## src/hw/rtl/ssym_ram.sv

```systemverilog
// ----------------------------------------------------------------------------
// ssym_ram
// Generic single-write, single-read RAM with registered read data.
// ----------------------------------------------------------------------------
module ssym_ram #(
   parameter int WIDTH = 8,
   parameter int DEPTH = 16
) (
   input  logic                                     clock,
   input  logic                                     wr_en,
   input  logic [((DEPTH > 1) ? $clog2(DEPTH) : 1)-1:0] wr_addr,
   input  logic [WIDTH-1:0]                         wr_data,
   input  logic                                     rd_en,
   input  logic [((DEPTH > 1) ? $clog2(DEPTH) : 1)-1:0] rd_addr,
   output logic [WIDTH-1:0]                         rd_data
);

   logic [WIDTH-1:0] mem_ff [DEPTH];
   logic [WIDTH-1:0] rd_data_ff;

   always_ff @(posedge clock) begin
      if (wr_en) begin
         mem_ff[wr_addr] <= wr_data;
      end
      if (rd_en) begin
         rd_data_ff <= mem_ff[rd_addr];
      end
   end

   assign rd_data = rd_data_ff;

endmodule

```

## config.mk

```make
export PLATFORM = sky130hd
export DESIGN_NAME = ssym_ram
export DESIGN_NICKNAME = d
export VERILOG_FILES = /design/src/hw/rtl/ssym_ram.sv
export SDC_FILE = /design/constraint.sdc
export NUM_CORES = 1
export LEC_CHECK = 0
export BUFFER_PORTS_ARGS = -buffer_cell sky130_fd_sc_hd__buf_2
export CORE_MARGIN = 3
export CORE_UTILIZATION = 45
export DETAILED_ROUTE_END_ITERATION = 8
export GPL_TIMING_DRIVEN = 0
export HOLD_SLACK_MARGIN = 0.12
export SYNTH_ARGS = -nofsm -noshare
export SYNTH_HDL_FRONTEND = slang
export SYNTH_SLANG_ARGS = --single-unit
```

## constraint.sdc

```tcl
create_clock -name clock -period 2 [get_ports clock]
set_input_delay 0 -clock clock [delete_from_list [all_inputs] [get_ports clock]]
set_output_delay 0 -clock clock [all_outputs]
set_load 0.02 [all_outputs]
```

**Word-level counts from Yosys, hierarchy flattened**

Memory sizes are Yosys's and may differ from the RTL's. A register that Yosys moved wholly into a read port is not among the register bits.
Index checks and enable logic that the tools add are counted.

- Muxes and demuxes: 2

Operators by type and width:

| cell | count |
|---|---|
| $mux W1 | 2 |

- Logic and storage cells: 3
- Memories kept: 1
- Register bits: 0
- Bits in writable memories: 128

Memory list:

| memory | depth | bits a word | rd ports | clocked after Yosys merged registers in | wr ports | line | text |
|---|---|---|---|---|---|---|---|
| mem_ff | 16 | 8 | 1 | 1 | 1 | 18 | `logic [WIDTH-1:0] mem_ff [DEPTH];` |

**Logic depth before layout (Yosys ltp)**

- Depth after elaboration: 2
- Gate-level depth with buffers: 5
- Depth with buffers taken out: 3

**Least setup slack after synthesis**

No wires, ideal clock.

- Path type: input -> register
- Start: in wr_addr[2] (netlist name)
- End: mem mem_ff[0][0], enable pin
- Slack: 507 ps
- Stages: 2
- Library setup time: 383 ps
- Data arrival time: 1110 ps
- Cell sequence: or3b_2 nor3_1

RTL lines:

| what | line | text |
|---|---|---|
| start, declared | 11 | `input logic [((DEPTH > 1) ? $clog2(DEPTH) : 1)-1:0] wr_addr,` |
| end, declared | 18 |  |

Straight into the memory's write port.

==> results_dict.tcl <==
set metrics [dict create \
    status "complete, no violations" \
    antenna_left 0 \
    diodes 0 \
    setup_viol 0 \
    tightestPinTransition_ns 1.21 \
    yosysWarningCount 0 \
    fin_area_um2 6260 \
    syn2layout_area_growth_pct 19.8 \
    core_um2 11100 \
    dp_hpwl_um 6120 \
    crit_fanout 1 \
    hold_viol_final 0 \
    skew_ns 0.0109 \
    synth.area.mux_share_pct 14.8 \
    whs_ns 0.168 \
    io-pin-count 27 \
    h-tree-depth 4 \
    initial_core_util_pct 47.2 \
    fillers 868 \
    cts_num_sinks 136 \
    leakage_nw 2.11 \
    wirelength_um 9830 \
    synth_cell_type_count 18 \
    synth_cells 229 \
    synth-seq-cells 136 \
    synth_fa_ha_area_share_pct 0 \
    p_int_mw 5.54 \
    max_freq_ghz 0.607 \
    grt_setup_unrepaired "no" \
    grt_max_degree 17 \
    antenna_found_initial 0 \
    routedWlPerCell_um 22.4 \
    fp.dieH_um 114 \
    fp-row-count 38 \
    synthArstFlopShare_pct 0 \
    post_cts_resized 0 \
    grt_pass1_vias 2412 \
    syn-cell-area_um2 5230 \
    cap_violations 0 \
    fin_setup_tns_ns 0 \
    cts_made_buffers 17 \
    synth.area.top_cells "edfxtp_1, mux4_2, mux4_1, a22oi_1, nor2_1" \
    cts_tree "built" \
    cts_root_buf "clkbuf_16" \
    final.period_utilization_pct 82.4 \
    clockBufferDepth 2 \
    hold_depth 2 \
    max_slew_margin_pct 18.7 \
    post-route-min-period_ns 1.65 \
    crit_path_end_kind "flop" \
    combPwrFrac_pct 4.8 \
    synth-compound-area-share_pct 2.30 \
    p_sw_mw 1.26 \
    power_density_nw_per_um2 1090 \
    synthesis.nets 248 \
    die_w_um 114 \
    avgSynthCellArea_um2 22.8 \
    r2r_cells 3 \
    drtPass1Iterations 4 \
    dr.first_iter.drc_count 220 \
    dp.cells 394 \
    synth-simple-area-share_pct 3.14 \
    ir_drop_uv 512 \
    final_layout_size_suffix_gt1_share_pct 27.2 \
    via_count 2443 \
    stdcell_count 438 \
    yosys.cell_count.top_type "edfxtp_1" \
    hold_class "input pin to flop" \
    synth_xor_area_share_pct 0 \
    grt_usage_pct 16.5 \
    postLayoutCoreUtil_pct 56.5 \
    via_per_inst 5.58 \
    cp-start-kind "flop" \
    synth-edff-count 136 \
    placed_cell_area_um2 5530 \
    crit_required_ns 2.14 \
    clkTransAtPathRegs_ns 0.05 \
    clk_latency_ns 0.41 \
    grt_overflow 0 \
    synthTopCellsByCount "edfxtp_1, mux4_2, a22oi_1" \
    synthFlopType "edfxtp_1" \
    clkPwrFrac_pct 47.7 \
    p_sw_share_pct 18.5 \
    drc 0 \
    grt_pass1_wl_um 14700 \
    synth_top_family_by_area "multiplexers" \
    nNetsFinal 304 \
    worst-setup-path-type "flop to flop" \
    yosysTopAreaCell "edfxtp_1" \
    place_congestion 0.708 \
    io_buffers 25 \
    seqPwrFrac_pct 47.4 \
    crit_arrival_ns 1.79 \
    drv_slew 0 \
    ys_seq_area_share_pct 78.1 \
    synth_top_area_share_pct 78.1 \
    die_area_um2 12900 \
]
flip-flops by register name (all words and copies together), names as in the netlist:
register  flops
rd_data       8
mem_ff      128
per-layer routing:
metal	routed length (um)	vias to the layer above	share of wire [%]	track usage [%]
li1	-	1096	-	-
met1	3960	1265	40	22.4
met2	5050	72	51	25.2
met3	631	10	6.4	4.56
met4	187	0	1.9	7.36
met5	0	-	0	0
power by group through the flow:
stage               registers, mW  clock network (mW)  logic, mW
floorplan                    3.30                   0      0.162
detailed placement           3.28                   0      0.318
global placement             3.28                   0      0.312
finish                       3.23                3.25      0.328
CTS                          3.23                3.31      0.333
global route                 3.23                3.44      0.355
through the flow:
stage	setup slack, ns	power (mW)
4_1_cts	0.379	6.87
3_5_place_dp	-0.0404	3.60
6_report	0.352	6.80
2_1_floorplan	0.507	3.46
5_1_grt	0.233	7.03
3_3_place_gp	-0.0828	3.59
cell families after synthesis:
kind of cell / count (synthesis)
flip-flops: 136
AND/OR/NAND/NOR: 35
multiplexers: 32
AO/OA/AOI/OAI: 16
buffers and inverters: 10
layout make-up:
| type | instances | area, um^2 | share of cell area, % |
|---|---|---|---|
| clock buffers | 21 | 440 | 7.03 |
| repair buffers | 37 | 240 | 3.84 |
| multi-input cells | 83 | 1060 | 16.9 |
| plain buffers | 10 | 86.3 | 1.38 |
| clock inverters | 11 | 178 | 2.84 |
| flip-flops and latches | 136 | 4080 | 65.2 |
| well taps | 140 | 175 | 2.80 |
critical path: stages, from the launching register on:
cell and delay [ns]:
edfxtp_1 0.35, mux4_1 0.57, a22oi_1 0.37, nand2_1 0.09
path summary, 6_finish.rpt:
kind | from | to | slack (ns)
worst min-delay path | wr_addr[1] | mem_ff[4][5] | 0.17
worst max-delay path | mem_ff[5][0] | rd_data[0] | 0.35
worst max register to register | mem_ff[5][0] | rd_data[0] | 0.35
worst min register to register | mem_ff[11][1] | rd_data[1] | 0.76
cell usage in the layout, fill, tap and decap left out, drive strengths merged:
cell	netlist	layout
nor2b	1	1
clkinv	0	6
nor2	13	13
mux4	32	32
dlygate4sd3	0	11
edfxtp	136	136
and2	1	1
bufinv	0	5
nand3b	2	2
nor3	4	4
clkbuf	0	21
buf	7	33
nand2	9	9
clkdlybuf4s25	3	3
nand2b	2	2
and2b	1	1
or3b	1	1
nand3	1	1
a22oi	16	16
repair_timing:
action                                 4_1_cts  5_1_grt
hold buffers                                 9        2
setup buffers                                0        0
endpoints found under the hold margin      136        3
Note: power is estimated with default switching activity, not from simulation.
