### src/hw/rtl/ssym_pkg.sv
// ----------------------------------------------------------------------------
// ssym_pkg
// Types, codes and sizes of the scoped symbol table.
// ----------------------------------------------------------------------------
package ssym_pkg;

   localparam int CAPACITY   = 64;
   localparam int MAX_DEPTH  = 255;
   localparam int KEY_BITS   = 64;
   localparam int VALUE_BITS = 64;

   localparam int CNT_W = $clog2(CAPACITY + 1);
   localparam int IDX_W = (CAPACITY > 1) ? $clog2(CAPACITY) : 1;
   localparam int LVL_W = $clog2(MAX_DEPTH + 1);

   // command codes
   localparam logic [2:0] CMD_CLEAR = 3'd0;
   localparam logic [2:0] CMD_ENTER = 3'd1;
   localparam logic [2:0] CMD_LEAVE = 3'd2;
   localparam logic [2:0] CMD_SET   = 3'd3;
   localparam logic [2:0] CMD_GET   = 3'd4;

   // status codes
   localparam logic [1:0] STS_OK        = 2'd0;
   localparam logic [1:0] STS_FULL      = 2'd1;
   localparam logic [1:0] STS_NOT_FOUND = 2'd2;
   localparam logic [1:0] STS_DEPTH     = 2'd3;

   typedef struct packed {
      logic [2:0]  command;
      logic [63:0] key_word;
      logic [63:0] value_word;
   } req_type;

   typedef struct packed {
      logic [1:0]  status;
      logic [63:0] found_value;
      logic [7:0]  depth_now;
      logic [6:0]  entries_now;
   } rsp_type;

   // one stored entry
   typedef struct packed {
      logic [KEY_BITS-1:0]   key;
      logic [VALUE_BITS-1:0] value;
      logic [LVL_W-1:0]      level;
   } row_type;

   // compare results for one entry against the current command
   typedef struct packed {
      logic key_eq;
      logic lvl_eq;
      logic lvl_lt;
      logic lvl_le;
      logic lvl_ge_best;
   } match_type;

endpackage

### src/hw/rtl/ssym_match.sv
// ----------------------------------------------------------------------------
// ssym_match
// Compare unit: checks one stored entry against the command key and levels.
// ----------------------------------------------------------------------------
module ssym_match import ssym_pkg::*; (
   input  row_type               row,
   input  logic [KEY_BITS-1:0]   key,
   input  logic [LVL_W-1:0]      depth,
   input  logic [LVL_W-1:0]      best_level,
   output match_type             result
);

   always_comb begin
      result.key_eq      = (row.key == key);
      result.lvl_eq      = (row.level == depth);
      result.lvl_lt      = (row.level < depth);
      result.lvl_le      = (row.level <= depth);
      result.lvl_ge_best = (row.level >= best_level);
   end

endmodule

### config.mk
export PLATFORM = sky130hd
export DESIGN_NAME = ssym_match
export DESIGN_NICKNAME = d
export VERILOG_FILES = /design/src/hw/rtl/ssym_pkg.sv /design/src/hw/rtl/ssym_match.sv
export SDC_FILE = /design/constraint.sdc
export NUM_CORES = 1
export LEC_CHECK = 0
export ABC_AREA = 1
export BUFFER_PORTS_ARGS = -buffer_cell sky130_fd_sc_hd__buf_2
export CAP_MARGIN = 20
export CORE_AREA = 2 2 85 87
export DETAILED_ROUTE_END_ITERATION = 8
export DIE_AREA = 0 0 87 89
export PLACE_DENSITY_LB_ADDON = 0.05
export SLEW_MARGIN = 10
export SYNTH_ARGS = -nofsm -noshare
export SYNTH_HDL_FRONTEND = slang
export SYNTH_SLANG_ARGS = --single-unit
### constraint.sdc
create_clock -name vclk -period 2.6
set_input_delay 0.26 -clock vclk [all_inputs]
set_output_delay 0.26 -clock vclk [all_outputs]
set_load 0.005 [all_outputs]
# [Word-level counts from Yosys, hierarchy flattened]
# Index checks and enable logic that the tools add are counted.
[op_classes] eq_ne=2 n_bitwise=0 add_sub_neg=0 shifts=0 multipliers=0 div_mod_pow=0 n_reduce_logical=0 order_cmp=3 n_mux=0
[ops] operator="$eq 64x64->1" n=1
[ops] operator="$eq 8x8->1" n=1
[ops] operator="$ge 8x8->1" n=1
[ops] operator="$le 8x8->1" n=1
[ops] operator="$lt 8x8->1" n=1
[totals] regBits=0 input_bits=216 n_memories=0 rom_bits=0 latchBits=0 ramBits=0 out_inout_bits=5

# [Depth between registers and ports, before layout]
# Gate-level depths: netlist of run 1.
[depth] ltp_word=1 depth_mapped=9 depth_no_buf=9

# [Least setup slack after synthesis of run 1]
# No wires, ideal clock.
[synth_path] path_kind="input to output" from="in row[0] in the netlist's numbering" to="out result[0] in the netlist's numbering" t_arrival_ps=1146 setup_slack_ps=1194 required_time_ps=2340 stages=7 path_cell_list="inv_1 ha_1 o21ai_0 nand2_1 nand3_1 a21oi_1 or2_2"
[synth_lines] item="start: declaration" line="ssym_match.sv:6" source="input row_type row,"
[synth_lines] item="end: declaration" line="ssym_match.sv:10" source="output match_type result"

==> reports/results.ini, run 1 <==
[detailed_routing]
avgRoutedWirePerCell_um = 8.41
post_drt_via_cell_ratio = 3.75
firstDrtPassIters = 4
drc = 0
antenna_left = 0
totalWireLength_mm = 3.94
drt-initial-drc-count = 16
vias = 1755

[critical_path]
crit_path_top_delay_cell = ha_1
critPathMaxFanout = 2
endpoint = result[0]
critical_path_class = input pin to output port
endpoint_kind = output port
cp_common_cell = buf_2
critical_path_required_ns = 2.34
cp.arrival_ns = 1.40
path_cells = buf_2, inv_1, ha_1, o21ai_0, nand2_1, nand3_1, a21oi_1, or2_2, buf_2
cp-startpoint = row[0]
worstSetupStartpointType = input pin
max_stage_delay_ns = 0.28

[place]
routabilityCongestion = 0.711
hpwl_mm = 3.91
place_ws_ns = 0.920
io_buffers = 157
placed_area_sq_um = 2190

[logic_synthesis]
yosysUniqueCellTypes = 11
yosys_warnings = 0
synth_most_common_cell = nand2_1
synth_top_area_cell = xnor2_1
syn_area_sq_um = 1300
synthTopCellsByArea = xnor2_1 36%, nand2_1 22%, ha_1 15%, inv_1 12%, nor2_1 7.2%
synth_seq_area_share_pct = 0
synth.avg_cell_area_sq_um = 5.64
synthCells = 231
synth_top_area_share_pct = 36.3
synth_common_cells = 78 x nand2_1, 54 x xnor2_1, 42 x inv_1
syn-num-nets = 463

[grt]
grt_use_total_pct = 9.70
grt_pass1_vias = 1674
antenna_found_initial = 0
grt_overflow = 0
grt_start_max_net_pins = 4
grt_pass1_wl_mm = 6.35

[layout]
n_clock_buffer = 0
num-nets-final = 622
seqCellArea_sq_um = 0
fin_area_sq_um = 2190
flops_and_latches = 0
areaGrowthSynthToFinish_pct = 67.9
num_antenna_cells = 0
drive_above_1_share_pct = 40.7

[timing]
worst_pin_slew_ns = 0.169
worst_slack_ns = 0.936
min_period_ns = 1.66
max_freq_ghz = 0.601
rsz0062_at_grt = false
timing.final.hold_violations = 0
fin_tns_setup_ns = 0
finalMaxSlewViolations = 0
finalCritPeriodShare_pct = 64.0
finalSetupViolations = 0
slew_headroom_pct = 88.7

[power]
p_leak_nw = 1.31
ir_drop_v = 0.0000488
cellPowerDensity_nw_per_um2 = 142

[floorplan]
core_area_sq_um = 6720
die-area_sq_um = 7740
die_h_um = 89
start_util_pct = 19.4
fp-row-count = 30
die_w_um = 87
boundaryPins = 221

[min_path]
hp-class = input pin to output port
min_path_cells = 9

[cts]
cts_resized = 0
cts_hold_buf = 0
postCtsSetupRepairBufs = 0

[outcome]
status = finished, final reports clean

[run]
maxCapViolCount = 0

==> kinds of logic (layout without fill, tap and decap cells) <==
family / count (synthesis) / after routing / share of synthesized area [%]
buffers and inverters: 42 / 199 / 12.1
AO/OA/AOI/OAI: 10 / 10 / 3.84
AND/OR/NAND/NOR: 109 / 109 / 32.4
adder cells (fa/ha/maj): 16 / 16 / 15.4
XOR/XNOR: 54 / 54 / 36.3
==> power by group <==
group	switching (mW)	internal, mW
clock	0	0
combinational	0.128	0.182
sequential	0	0
total	0.128	0.182
==> through the flow <==
step           hold WS [ns]  utilization, %  power [mW]  instances
2_1_floorplan         0.783               -       0.158        231
3_3_place_gp           1.04            32.6       0.315        468
3_5_place_dp           1.05            32.6       0.317        468
4_1_cts                1.05            32.6       0.318        468
5_1_grt                1.12            32.6       0.360        468
6_report               1.03            32.6       0.310        468
==> final cells by class <==
cell class / instances / area [sq um]
fill: 781 / 4530
multi-input combinational: 189 / 1150
timing repair buffer: 157 / 786
tap: 80 / 100
inverter: 42 / 158
==> layout by cell type, fill, tap and decap left out <==
cell type  netlist  final
ha_1            16     16
o21ai_0          3      3
a21oi_1          7      7
xnor2_1         54     54
nand2_1         78     78
nand4_1          2      2
nand3_1          2      2
nand3b_1         1      1
inv_1           42     42
nor2_1          25     25
or2_2            1      1
buf_2            0    157
==> worst min-delay path by stage <==
stage                  from         to
floorplan           row[86]  result[4]
global placement    row[80]  result[4]
detailed placement   row[7]  result[2]
CTS                  row[7]  result[2]
global route         row[7]  result[0]
finish              row[87]  result[4]
==> metal layers <==
| metal | vias to the layer above | wire length (um) | track usage (%) |
|---|---|---|---|
| met1 | 675 | 1470 | 10.8 |
| met4 | 0 | 24 | 0.426 |
| met3 | 2 | 330 | 1.02 |
| met5 | - | 0 | 0 |
| met2 | 77 | 2120 | 20.4 |
| li1 | 1001 | - | - |
==> worst max-delay path: cells and delay by family <==
family / cells / cell delay [ns]
AOI/OAI and AO/OA: 2 / 0.21
buffers and inverters: 3 / 0.25
adders and majority gates: 1 / 0.28
and+or+nand+nor: 3 / 0.41
Power figures use the tool's default switching activity.
==> run 2, diff against run 1 <==
CORE_AREA = 2 2 86 88   (was 2 2 85 87)
DIE_AREA = 0 0 88 90   (was 0 0 87 89)
clock period = 1.45 ns   (was 2.6 ns; I/O delays follow)
==> reports/results.ini, run 2 (synthesis gave the netlist of run 1 again) <==
[outcome]
status = finished, final reports clean

[detailed_routing]
firstDrtPassIters = 4  ; unchanged
met3_length_um = 571  ; +73%
drt-initial-drc-count = 22  ; +6
antenna_left = 0  ; unchanged
avgRoutedWirePerCell_um = 8.52  ; +1.2%
drt-met1-wl_mm = 1.79  ; +22%
post_drt_via_cell_ratio = 3.57  ; -4.9%
drc = 0  ; unchanged
totalWireLength_mm = 4.16  ; +5.5%
vias = 1740  ; -0.85%
top_layer = met3
wl_met2_mm = 1.80  ; -15%

[power]
power.total_mw = 0.576  ; +86%
ir_drop_v = 0.0000964  ; +98%
cellPowerDensity_nw_per_um2 = 258  ; +82%
p_leak_nw = 1.31  ; +0.59%

[timing]
worst_pin_slew_ns = 0.160  ; -0.00935 ns
timing.final.hold_violations = 0  ; unchanged
finalSetupViolations = 0  ; unchanged
finalMaxSlewViolations = 0  ; unchanged
finalCritPeriodShare_pct = 93.0
min_period_ns = 1.35
rsz0062_at_grt = false
fin_tns_setup_ns = 0  ; unchanged
slew_headroom_pct = 89.3  ; +0.63 points
max_freq_ghz = 0.742

[floorplan]
die_h_um = 90  ; +1.1%
die-area_sq_um = 7920  ; +2.3%
start_util_pct = 18.6  ; -0.83 points
core_area_sq_um = 7020  ; +4.5%
boundaryPins = 221  ; unchanged
die_w_um = 88  ; +1.1%
fp-row-count = 31  ; +3.3%

[grt]
grt_pass1_vias = 1796  ; +7.3%
grt_use_total_pct = 10.1  ; +0.36 points
grt_start_max_net_pins = 4  ; unchanged
grt_pass1_wl_mm = 6.71  ; +5.6%
grt_overflow = 0  ; unchanged
antenna_found_initial = 0  ; unchanged

[layout]
flops_and_latches = 0  ; unchanged
seqCellArea_sq_um = 0  ; unchanged
num-nets-final = 623  ; +0.16%
num_antenna_cells = 0  ; unchanged
drive_above_1_share_pct = 41.1  ; +0.41 points
final_cell_mix = 156 x buf_2, 78 x nand2_1, 54 x xnor2_1
layout_commonest_cell = buf_2
n_clock_buffer = 0  ; unchanged
areaGrowthSynthToFinish_pct = 71.4
fillCellCount = 835  ; +6.9%

[place]
hpwl_mm = 4.08  ; +4.5%
routabilityCongestion = 0.675  ; -5.1%
io_buffers = 157  ; unchanged

[cts]
cts_hold_buf = 0  ; unchanged
postCtsSetupRepairBufs = 0  ; unchanged

[critical_path]
critical_path_class = input pin to output port
worstSetupStartpointType = input pin
critical_path_required_ns = 1.31  ; -1.03 ns
endpoint_kind = output port
cp-startpoint = best_level[0]
cp.arrival_ns = 1.20  ; -0.20 ns
endpoint = result[0]
critPathMaxFanout = 1  ; -1

[min_path]
hp-class = input pin to output port

[run]
maxCapViolCount = 0  ; unchanged

-- run 2: changes by cell type in the layout (fill, tap and decap cells not counted), sizes merged --
cell,previous run,this run
buf,157,158
-- run 2: what timing repair did --
item | in CTS | in global routing
hold endpoints to repair | 0 | 0
setup endpoints to repair | 1 | 3
pin swaps | 1 | 3
resized for setup | 1 | 4
-- run 2: where the power goes --
part / internal [mW] / switching (mW) / total (mW)
Sequential: 0 / 0 / 0
Combinational: 0.337 / 0.240 / 0.576
Clock: 0 / 0 / 0
Total: 0.337 / 0.240 / 0.576
-- run 2: area by class of cell --
type	count	area (sq um)	area share [%]
Inverter	42	158	7.05
Multi-Input combinational cell	189	1150	51.6
Tap cell	99	124	5.54
Timing Repair Buffer	158	800	35.8
-- run 2: stage by stage --
step | hold WS (ns) | std cells | util, % | setup slack [ns] | cell area [sq um]
floorplan | 0.553 | 231 | - | 0.274 | 1300
global placement | 0.795 | 488 | 31.6 | -0.0332 | 2220
detailed placement | 0.800 | 488 | 31.6 | -0.0336 | 2220
CTS | 0.801 | 488 | 31.6 | 0.0111 | 2220
global route | 0.849 | 488 | 31.8 | 0.0114 | 2230
finish | 0.792 | 488 | 31.8 | 0.102 | 2230
-- run 2: how the worst min path moves through the flow --
stage,from,end,slack [ns],depth (start not counted)
6_report,row[1],result[3],0.79,5
5_1_grt,row[101],result[4],0.85,9
4_1_cts,row[1],result[3],0.80,5
3_5_place_dp,row[1],result[3],0.80,5
3_3_place_gp,row[1],result[3],0.80,5
2_1_floorplan,row[86],result[4],0.55,7
-- run 2: worst max-delay path, stage by stage --
cell and delay [ns]:
buf_2 0.10, ha_1 0.28, o21ai_1 0.14, nand2_1 0.08, nand3_2 0.06, a21oi_1 0.06
or2_4 0.23, buf_6 0.11
-- run 2: metal layers --
| layer | track usage (%) | vias up |
|---|---|---|
| met2 | 18.9 | 106 |
| li1 | - | 1001 |
| met4 | 0 | 0 |
| met3 | 1.93 | 0 |
| met5 | 0 | - |
| met1 | 12.3 | 633 |
